<file path="src/rtl/core/kpd_pkg.sv">
// Shared types and constants for the matrix keypad debounce scanner.
// No dependencies; imported by every module of the block.
package kpd_pkg;

   localparam int NUM_ROW_PORTS = 4;
   localparam int NUM_COLS      = 4;

   // result kinds
   localparam logic [1:0] KIND_KEY     = 2'd0;
   localparam logic [1:0] KIND_NONE    = 2'd1;
   localparam logic [1:0] KIND_TIMEOUT = 2'd2;

   // configuration register indexes
   localparam logic [1:0] CSR_DOWN_DELAY = 2'd0;
   localparam logic [1:0] CSR_UP_DELAY   = 2'd1;
   localparam logic [1:0] CSR_TIMEOUT    = 2'd2;

   localparam logic [15:0] SAT16 = 16'hFFFF;

   typedef logic [NUM_ROW_PORTS-1:0][NUM_COLS-1:0] rows_type;

   typedef struct packed {
      logic       any_down;
      logic       found;
      logic [3:0] key;
   } scan_type;

   typedef struct packed {
      logic [15:0] down_delay;
      logic [15:0] up_delay;
      logic [15:0] timeout;
   } cfg_type;

   typedef struct packed {
      logic        valid;
      logic [1:0]  kind;
      logic [3:0]  key;
      logic [15:0] hold;
   } result_type;

endpackage

</file>
<file path="src/rtl/core/matrix_keypad_debounce_scanner_core.sv">
// Matrix keypad debounce scanner, top level: request register, configuration
// registers and result register around kpd_scan and kpd_fsm. Depends on kpd_pkg.
//
// Usage: each request is one sampled tick carrying the four active-low column
// nibbles (req_row0_cols .. req_row3_cols), taken at an edge with req_valid high
// and req_stall low. At most one result per request leaves on the rsp_ channel:
// rsp_result_kind (key, no key, timeout), rsp_key_code and rsp_hold_ticks,
// taken at an edge with rsp_valid high and rsp_stall low.
// A result passes the request register and then the result register once its
// request is accepted. Throughput: one request per cycle while req_stall is low;
// the debounce state machine and encoder settle combinationally between those
// two registers.
// While a result waits under rsp_stall the request register holds its tick and
// req_stall rises; an empty request register still takes a new request.
// Configuration: csr_valid/csr_ready with csr_index (0 down delay, 1 up delay,
// 2 timeout) and csr_data; csr_ready is always high, other indexes are ignored.
// Reset (synchronous) returns to idle with down delay 20, up delay 100 and
// timeout disabled, and empties both registers.
module matrix_keypad_debounce_scanner_core #(
   parameter int ROW_COUNT = 4
) (
   input  logic        clock,
   input  logic        reset,
   input  logic        req_valid,
   output logic        req_stall,
   input  logic [3:0]  req_row0_cols,
   input  logic [3:0]  req_row1_cols,
   input  logic [3:0]  req_row2_cols,
   input  logic [3:0]  req_row3_cols,
   output logic        rsp_valid,
   input  logic        rsp_stall,
   output logic [1:0]  rsp_result_kind,
   output logic [3:0]  rsp_key_code,
   output logic [15:0] rsp_hold_ticks,
   input  logic        csr_valid,
   output logic        csr_ready,
   input  logic [1:0]  csr_index,
   input  logic [15:0] csr_data
);
   import kpd_pkg::*;

   logic       in_valid_ff, in_valid_in;
   rows_type   rows_ff;
   cfg_type    cfg_ff;
   scan_type   scan;
   result_type res;
   logic       out_valid_ff, out_valid_in;
   logic [1:0] kind_ff;
   logic [3:0] key_ff;
   logic [15:0] hold_ff;
   logic       out_busy, step, req_take;

   assign out_busy  = out_valid_ff && rsp_stall;
   assign step      = in_valid_ff && !out_busy;
   assign req_stall = in_valid_ff && out_busy;
   assign req_take  = req_valid && !req_stall;
   assign csr_ready = 1'b1;

   assign in_valid_in  = req_take || (in_valid_ff && !step);
   assign out_valid_in = (step && res.valid) || out_busy;

   kpd_scan #(.ROW_COUNT(ROW_COUNT)) u_scan (
      .rows (rows_ff),
      .scan (scan)
   );

   kpd_fsm u_fsm (
      .clock (clock),
      .reset (reset),
      .step  (step),
      .scan  (scan),
      .cfg   (cfg_ff),
      .res   (res)
   );

   always_ff @(posedge clock) begin
      if (reset) begin
         in_valid_ff       <= 1'b0;
         out_valid_ff      <= 1'b0;
         cfg_ff.down_delay <= 16'd20;
         cfg_ff.up_delay   <= 16'd100;
         cfg_ff.timeout    <= 16'd0;
      end else begin
         in_valid_ff  <= in_valid_in;
         out_valid_ff <= out_valid_in;
         if (csr_valid && csr_ready) begin
            unique case (csr_index)
               CSR_DOWN_DELAY: cfg_ff.down_delay <= csr_data;
               CSR_UP_DELAY:   cfg_ff.up_delay   <= csr_data;
               CSR_TIMEOUT:    cfg_ff.timeout    <= csr_data;
               default:        ;
            endcase
         end
      end
   end

   // payload registers
   always_ff @(posedge clock) begin
      if (req_take) begin
         rows_ff <= {req_row3_cols, req_row2_cols, req_row1_cols, req_row0_cols};
      end
      if (step && res.valid) begin
         kind_ff <= res.kind;
         key_ff  <= res.key;
         hold_ff <= res.hold;
      end
   end

   assign rsp_valid       = out_valid_ff;
   assign rsp_result_kind = kind_ff;
   assign rsp_key_code    = key_ff;
   assign rsp_hold_ticks  = hold_ff;

endmodule

</file>
<file path="src/rtl/core/kpd_scan.sv">
// Key-down detect and priority encoder over the sampled column nibbles.
// Depends on kpd_pkg.
module kpd_scan #(
   parameter int ROW_COUNT = 4
) (
   input  kpd_pkg::rows_type rows,
   output kpd_pkg::scan_type scan
);
   import kpd_pkg::*;

   localparam int ROWS_USED = (ROW_COUNT < NUM_ROW_PORTS) ? ROW_COUNT : NUM_ROW_PORTS;

   always_comb begin
      scan = '0;
      // walk from the last row down so the lowest row wins;
      // within a row walk from bit 0 up so the highest bit wins
      for (int r = NUM_ROW_PORTS - 1; r >= 0; r--) begin
         if (r < ROWS_USED) begin
            for (int b = 0; b < NUM_COLS; b++) begin
               if (!rows[r][b]) begin
                  scan.any_down = 1'b1;
                  scan.found    = 1'b1;
                  scan.key      = 4'(r * NUM_COLS + (NUM_COLS - 1 - b));
               end
            end
         end
      end
   end

endmodule

</file>
<file path="src/rtl/core/kpd_fsm.sv">
// Debounce state machine: press detect, down debounce, release wait, up debounce,
// idle timeout. Consumes one sampled tick per step. Depends on kpd_pkg.
module kpd_fsm (
   input  logic                 clock,
   input  logic                 reset,
   input  logic                 step,
   input  kpd_pkg::scan_type    scan,
   input  kpd_pkg::cfg_type     cfg,
   output kpd_pkg::result_type  res
);
   import kpd_pkg::*;

   localparam logic [1:0] PH_IDLE = 2'd0;
   localparam logic [1:0] PH_DOWN = 2'd1;
   localparam logic [1:0] PH_HELD = 2'd2;
   localparam logic [1:0] PH_UP   = 2'd3;

   logic [1:0]  phase_ff, phase_in;
   logic [15:0] delay_ff, delay_in;
   logic [15:0] hold_ff, hold_in;
   logic [15:0] idle_ff, idle_in;
   logic [3:0]  key_ff, key_in;
   logic        found_ff, found_in;

   logic [15:0] delay_inc, hold_inc, idle_inc;

   assign delay_inc = (delay_ff == SAT16) ? delay_ff : delay_ff + 16'd1;
   assign hold_inc  = (hold_ff == SAT16) ? hold_ff : hold_ff + 16'd1;
   assign idle_inc  = (idle_ff == SAT16) ? idle_ff : idle_ff + 16'd1;

   always_comb begin
      phase_in = phase_ff;
      delay_in = delay_ff;
      hold_in  = hold_ff;
      idle_in  = idle_ff;
      key_in   = key_ff;
      found_in = found_ff;
      res      = '0;
      unique case (phase_ff)
         PH_IDLE: begin
            if (scan.any_down) begin
               idle_in  = '0;
               hold_in  = '0;
               delay_in = '0;
               if (cfg.down_delay == '0) begin
                  found_in = scan.found;
                  key_in   = scan.key;
                  phase_in = PH_HELD;
               end else begin
                  found_in = 1'b0;
                  key_in   = '0;
                  phase_in = PH_DOWN;
               end
            end else if (cfg.timeout != '0) begin
               if (idle_inc >= cfg.timeout) begin
                  idle_in   = '0;
                  res.valid = 1'b1;
                  res.kind  = KIND_TIMEOUT;
               end else begin
                  idle_in = idle_inc;
               end
            end
         end
         PH_DOWN: begin
            hold_in  = hold_inc;
            delay_in = delay_inc;
            if (delay_inc >= cfg.down_delay) begin
               found_in = scan.found;
               key_in   = scan.key;
               phase_in = PH_HELD;
            end
         end
         PH_HELD: begin
            hold_in = hold_inc;
            if (!scan.any_down) begin
               delay_in = '0;
               if (cfg.up_delay == '0) begin
                  res.valid = 1'b1;
                  res.kind  = found_ff ? KIND_KEY : KIND_NONE;
                  res.key   = found_ff ? key_ff : 4'd0;
                  res.hold  = hold_inc;
                  phase_in  = PH_IDLE;
                  idle_in   = '0;
               end else begin
                  phase_in = PH_UP;
               end
            end
         end
         PH_UP: begin
            delay_in = delay_inc;
            if (delay_inc >= cfg.up_delay) begin
               res.valid = 1'b1;
               res.kind  = found_ff ? KIND_KEY : KIND_NONE;
               res.key   = found_ff ? key_ff : 4'd0;
               res.hold  = hold_ff;
               phase_in  = PH_IDLE;
               idle_in   = '0;
               delay_in  = '0;
            end
         end
         default: phase_in = PH_IDLE;
      endcase
      if (!step) begin
         res.valid = 1'b0;
      end
   end

   always_ff @(posedge clock) begin
      if (reset) begin
         phase_ff <= PH_IDLE;
         delay_ff <= '0;
         hold_ff  <= '0;
         idle_ff  <= '0;
         key_ff   <= '0;
         found_ff <= 1'b0;
      end else if (step) begin
         phase_ff <= phase_in;
         delay_ff <= delay_in;
         hold_ff  <= hold_in;
         idle_ff  <= idle_in;
         key_ff   <= key_in;
         found_ff <= found_in;
      end
   end

endmodule

</file>
<file path="config.mk">
export PLATFORM = sky130hd
export DESIGN_NAME = matrix_keypad_debounce_scanner_core
export DESIGN_NICKNAME = d
export VERILOG_FILES = /design/src/rtl/core/kpd_pkg.sv /design/src/rtl/core/matrix_keypad_debounce_scanner_core.sv /design/src/rtl/core/kpd_scan.sv /design/src/rtl/core/kpd_fsm.sv
export SDC_FILE = /design/constraint.sdc
export NUM_CORES = 1
export LEC_CHECK = 0
export ABC_AREA = 1
export BUFFER_PORTS_ARGS = -buffer_cell sky130_fd_sc_hd__buf_2
export CELL_PAD_IN_SITES_DETAIL_PLACEMENT = 0
export CELL_PAD_IN_SITES_GLOBAL_PLACEMENT = 2
export CORE_MARGIN = 2
export CORE_UTILIZATION = 38
export CTS_BUF_LIST = sky130_fd_sc_hd__clkbuf_16
export CTS_CLUSTER_SIZE = 16
export DETAILED_ROUTE_END_ITERATION = 16
export PLACE_DENSITY = 0.84
export SKIP_CTS_REPAIR_TIMING = 1
export SYNTH_ARGS = -nofsm -noshare
export SYNTH_HDL_FRONTEND = slang
export SYNTH_SLANG_ARGS = --single-unit
</file>
<file path="constraint.sdc">
create_clock -name clock -period 5.3 [get_ports clock]
set_clock_uncertainty 0.1 [all_clocks]
set_input_delay 0.53 -clock clock [delete_from_list [all_inputs] [get_ports clock]]
set_output_delay 0.53 -clock clock [all_outputs]
set_load 0.01 [all_outputs]
</file>
# [Word level (Yosys, flattened, before mapping)]
# Index checks and enable logic that the tools add are counted.
[totals] elab_cells=123 reg_bits=143 out_inout_bits=25 inputBits=39
[op_classes] n_eq_ne=14 mux=57 add_sub_neg=3 n_reduce_logical=28 order_cmp=3
[ops] cell="16-bit 2-to-1 mux" count=12
[ops] cell="6-bit 2-to-1 mux" count=16
[ops] cell="23-bit 2-to-1 mux" count=3
[ops] cell="16-bit case mux with 4 select lines" count=1
[ops] cell="16-bit by 1-bit adder with 16-bit output (second input constant)" count=3
[ops] cell="16-bit equality test (second input constant)" count=3
[ops] cell="16-bit >= comparator" count=3
[ops] cell="16-bit case mux with 3 select lines" count=1
[ops] cell="20-bit case mux with 2 select lines" count=1
[ops] cell="16-bit logical NOT" count=2
[ops] cell="16-bit case mux with 2 select lines" count=1
[ops] cell="4-bit 2-to-1 mux" count=4
[ops] cell="16-bit nonzero test" count=1
[ops] cell="2-bit 2-to-1 mux" count=6
[ops] cell="3-bit 2-to-1 mux" count=3
[ops] cell="3-bit case mux with 3 select lines" count=1
[ops] cell="2-bit by 1-bit inequality test with 1-bit output (second input constant)" count=4
[ops] cell="2-bit case mux with 4 select lines" count=1
[ops] cell="4-bit case mux with 2 select lines" count=1
[ops] cell="2-bit equality test (second input constant)" count=3
[ops] cell="1-bit logical AND" count=6
[ops] cell="2-bit AND reduction" count=3
[ops] cell="3-bit AND reduction" count=2
[ops] cell="6-bit AND reduction" count=1
[ops] cell="other kinds (13)" count=23

# [Logic depth before layout (Yosys ltp)]
[depth] depth_word=21 mapped_depth=21 ltp_nobuf=21

# [Cells and area by module]
# A second synthesis with hierarchy kept.
[hier_totals] hier_cells=1320 hier_area_um2=8838.5
[by_module_without_submodules] module="kpd_fsm" area_per_inst_um2=5411.4 n_inst=1 cells_per_inst=919
[by_module_without_submodules] module="matrix_keypad_debounce_scanner_core" area_per_inst_um2=3254.4 n_inst=1 cells_per_inst=362
[by_module_without_submodules] module="kpd_scan" area_per_inst_um2=172.7 n_inst=1 cells_per_inst=39

# [Least setup slack after synthesis]
# OpenSTA, ideal clock, no wires.
[synth_path] path_type="register -> register" start="reg u_fsm.delay_ff[0]" end="reg hold_ff[0] (netlist: rsp_hold_ticks[0]), enable pin" t_required_ps=4823 slack_ps=1877 arrival_time_ps=2946 stages_incl_launch_ff=20 setup_ps=377 synth_period_minus_slack_ps=3423 n_path_buf=0 path_cell_list="dfxtp_1 -> ha_1 -> nand3_1 -> nor2_2 -> nand4_2 -> nor2_4 -> nor2_1 -> nand3_1 -> xnor2_1 -> ha_1 -> nand2_1 -> nor2_1 -> nand2_1 -> o211ai_1 -> nand2_1 -> nand3_1 -> nand2_1 -> nand3_1 -> nand2_1 -> inv_1"
[synth_via] elab_chain_cells=7
[synth_rtl] item="start: declaration" line_no="kpd_fsm.sv:19" text="logic [15:0] delay_ff, delay_in;"
[synth_rtl] item="start signal: assignment" line_no="kpd_fsm.sv:118" text="delay_ff <= delay_in;"
[synth_rtl] item="16-bit by 1-bit adder with 16-bit output or 16-bit equality test (tied branches)" line_no="kpd_fsm.sv:27" text="assign delay_inc = (delay_ff == SAT16) ? delay_ff : delay_ff + 16'd1;"
[synth_rtl] item="16-bit 2-to-1 mux *" line_no="kpd_fsm.sv:27"
[synth_rtl] item="16-bit >= comparator *" line_no="kpd_fsm.sv:91" text="if (delay_inc >= cfg.up_delay) begin"
[synth_rtl] item="23-bit 2-to-1 mux *" line_no="kpd_fsm.sv:91"
[synth_rtl] item="3-bit case mux with 3 select lines *" line_no="kpd_fsm.sv:39" text="unique case (phase_ff)"
[synth_rtl] item="1-bit 2-to-1 mux *" line_no="kpd_fsm.sv:103" text="if (!step) begin"
[synth_rtl] item="1-bit logical AND *" line_no="matrix_keypad_debounce_scanner_core.sv:102" text="if (step && res.valid) begin"
[synth_rtl] item="end signal: assignment" line_no="matrix_keypad_debounce_scanner_core.sv:105" text="hold_ff <= res.hold;"
[synth_rtl] item="end: declaration" line_no="matrix_keypad_debounce_scanner_core.sv:50" text="logic [15:0] hold_ff;"
# Every way passes the cells marked *; elsewhere a longest branch is shown, timed or not.
# A chain may end at the register's enable or synchronous reset.

# [Worst setup path in the final report]
[layout_path] start="reg u_fsm.delay_ff[0]" end="reg hold_ff[4] (netlist: rsp_hold_ticks[4]), enable pin"
# The elaborated chain is that of the path after synthesis.

==> impl_metrics.csv <==
group,metric,value,unit
critical_path,crit_start,"u_fsm.delay_ff[0]$_SDFFE_PP0P_",
grt,grt_max_degree,58,
synth,synth_edf_count,38,
synth,synth_cell_types,44,
sta,worst_pin_slew,1210,ps
placed_design,place_area,0.00840,mm2
finish,drive_gt1_frac,0.113,
power_and_ir_drop,p_int,2090,uW
synth,synth-seq-cells,143,
grt,grt_pass1_vias,6522,
synth,syn-num-nets,1116,
finish,nets,1168,
flow_run,maxCapViolCount,0,
routing,viasPerCell,5.02,
run_status,status,"finished clean",
die,die_y,148,um
placed_design,place_ws,851,ps
power_and_ir_drop,seq_power_share,0.426,
routing,dr.first_iter.drc_count,369,
finish,stdcell_area,0.00902,mm2
sta,fmax,229,MHz
clock_network,clk_latency,420,ps
sta,layout_setup_ws,926,ps
sta,fin_tns_setup,0,ps
clock_network,htreeDepth,4,
die,pin_count,64,
routing,drc,0,
grt,grtUsageTotal,0.192,
die,die_w,148,um
grt,grt_pass1_wl,33.3,mm
die,die_area,0.0219,mm2
synth,seq_area_frac_synth,0.411,
power_and_ir_drop,p_leak,0.00380,uW
clock_network,tritoncts,"done",
grt,antenna_found_initial,0,
power_and_ir_drop,p_sw,757,uW
power_and_ir_drop,swShare,0.266,
power_and_ir_drop,peakVddDrop,175,uV
routing,routed_wl,19.9,mm
sta,fin_crit_sh,0.825,
die,core,0.0203,mm2
clock_network,path_clk_slew,60,ps
die,initial_core_util,0.388,
sta,hold_viol_final,0,
placed_design,post-dp-hpwl,14.9,mm
synth,ys.flop_type,"dfxtp_1",
synth,yosys_warnings,0,
critical_path,cp-start-kind,"flip-flop",
finish,area_delta_synth_final,14.5,%
sta,slew_viol_final,0,
critical_path,slowest_stage,"inv_1",
critical_path,crit_arrival,4320,ps
routing,vias,6809,
synth,syn_area,0.00788,mm2
sta,rsz0062_at_grt,"false",
critical_path,critPathCaptureType,"flip-flop",
sta,slew_headroom,0.192,
routing,dr.pass1.iters,8,
clock_network,root_buffer,"clkbuf_16",
critical_path,slowest_delay,600,ps
critical_path,crit_fanout,22,
synth,netlist_instances,1022,
synth,synth-async-reset-ratio,0,
min_path,hold_class,"in -> reg",
sta,min_period,4370,ps
grt,overflow,0,
synth,avgSynthCellArea,7.71,um2
finish,final_cell_mix,"nand2_1 (200), a21oi_1 (129), inv_1 (115), dfxtp_1 (105), o21ai_0 (99)",
routing,detail_route.wl_per_cell,14.6,um
sta,setup_viol,0,
clock_network,cts_sinks,143,
critical_path,cpMostUsedCell,"nand3_1",
die,rows,52,
critical_path,crit_chain,"ha_1 > nand3_1 > nor2_2 > nand4_2 > nor2_4 > nor2_1 > nand4_1 > xor2_1 > ha_1 > nand2_1 > nor3_1 > nand3_1 > nand3_1 > nand2_1 > nand3_1 > nand2_1 > inv_1",
power_and_ir_drop,cellPowerDensity,316,mW/mm2
power_and_ir_drop,pwr-share-clk,0.442,
critical_path,crit_required,5250,ps
clock_network,cts_buffers,17,
power_and_ir_drop,p_comb_frac,0.132,
critical_path,reg2reg_from,"u_fsm.delay_ff[0]$_SDFFE_PP0P_",
placed_design,place_congestion,0.782,
clock_network,clockBufferDepth,2,
critical_path,crit_type,"reg -> reg",
finish,n_antenna_cell,0,
placed_design,portBuffers,62,
routing,ant_nets,0,
finish,final_common_cell,"nand2_1",
min_path,worstHoldStart,"req_row2_cols[3]",
## layout make-up
type | instances | area [um2]
sequential | 143 | 3240
clock buffer | 17 | 425
clock inverter | 15 | 195
tap | 270 | 338
inverter | 117 | 439
fill | 2090 | 11300
timing repair buffer | 64 | 325
multi-input combinational | 731 | 4060
## synthesized netlist by cell type, types with 2 or more instances
| master | instances | area (um2) |
|---|---|---|
| inv_1 | 113 | 424 |
| o21a_1 | 2 | 15.0 |
| nor3_2 | 4 | 40.0 |
| nor2_4 | 4 | 45.0 |
| dfxtp_1 | 105 | 2100 |
| nor2_2 | 5 | 31.3 |
| nor3b_1 | 6 | 45.0 |
| o21ba_2 | 2 | 20.0 |
| nor3_1 | 16 | 80.1 |
| nand3_2 | 3 | 30.0 |
| nor4_1 | 8 | 50.1 |
| nand2_1 | 200 | 751 |
| nor2_1 | 72 | 270 |
| xor2_1 | 18 | 158 |
| nand3_1 | 43 | 215 |
| a21oi_1 | 129 | 646 |
| o21ai_1 | 7 | 35.0 |
| xnor2_1 | 10 | 87.6 |
| clkinv_1 | 2 | 7.51 |
| a32o_1 | 3 | 30.0 |
| edfxtp_1 | 38 | 1140 |
| o211ai_1 | 7 | 52.6 |
| buf_4 | 3 | 22.5 |
| nand4_1 | 20 | 125 |
| clkbuf_1 | 21 | 78.8 |
| ha_1 | 55 | 688 |
| a31oi_1 | 2 | 12.5 |
| o21ai_0 | 99 | 495 |
| inv_2 | 2 | 7.51 |
| buf_2 | 6 | 30.0 |
| nand2_2 | 4 | 25.0 |
## power by group through the flow
| stage | logic [uW] | clock network (uW) | registers, uW |
|---|---|---|---|
| 2_1_floorplan | 278 | 0 | 1230 |
| 3_3_place_gp | 374 | 0 | 1240 |
| 3_5_place_dp | 375 | 0 | 1240 |
| 4_1_cts | 378 | 1290 | 1210 |
| 5_1_grt | 438 | 1340 | 1220 |
| 6_report | 375 | 1260 | 1210 |
## metal layers
metal / up-vias / wire (um) / track usage
met3: 12 / 707 / 0.0398
met4: 0 / 154 / 0.0462
met2: 121 / 9230 / 0.313
met5: - / 0 / 0
met1: 3105 / 9770 / 0.261
li1: 3571 / - / -
## kinds of logic (layout without fill, tap and decap cells)
| group | count (synthesis) | after routing | synth area share |
|---|---|---|---|
| AOI/OAI and AO/OA | 256 | 256 | 0.172 |
| xor gates and xnor gates | 28 | 28 | 0.0311 |
| adders and majority gates | 55 | 55 | 0.0873 |
| buffers and inverters | 148 | 213 | 0.0738 |
| DFF | 143 | 143 | 0.411 |
| other | 1 | 1 | 0.000476 |
| and+or+nand+nor | 391 | 391 | 0.224 |
## path summary, 6_finish.rpt
check / cells past startpoint / slack (ps) / endpoint
worst max register to register: 17 / 930 / rsp_hold_ticks[4]$_DFFE_PP_
worst min register to register: 2 / 370 / u_fsm.hold_ff[14]$_SDFFE_PP0P_
worst min-delay path: 1 / 180 / rows_ff[11]$_DFFE_PP_
worst max-delay path: 17 / 930 / rsp_hold_ticks[4]$_DFFE_PP_
## per-stage QoR
step | hold slack [ps] | std cells | total power [uW] | utilization
after floorplan | 337 | 1022 | 1510 | -
after detailed placement | 356 | 1325 | 1610 | 0.414
after CTS | 161 | 1357 | 2890 | 0.445
after global routing | 156 | 1357 | 3000 | 0.445
after global placement | 350 | 1325 | 1610 | 0.414
final | 183 | 1357 | 2850 | 0.445
## state kept, by name (all words and copies together) (netlist names)
register and count:
cfg_ff 48, rows_ff 16, rsp_hold_ticks 16, u_fsm.delay_ff 16, u_fsm.hold_ff 16, u_fsm.idle_ff 16
rsp_key_code 4, u_fsm.key_ff 4, rsp_result_kind 2, u_fsm.phase_ff 2, in_valid_ff 1, rsp_valid 1
u_fsm.found_ff 1
## worst max-delay path, delay by kind of cell (launching register included)
| family | cells | cell delay, ps |
|---|---|---|
| xor+xnor | 1 | 280 |
| fa+ha+maj | 2 | 390 |
| buf+inv | 1 | 600 |
| flops | 1 | 380 |
| simple gates | 13 | 2230 |
No activity file was read; power rests on OpenSTA's default activity.
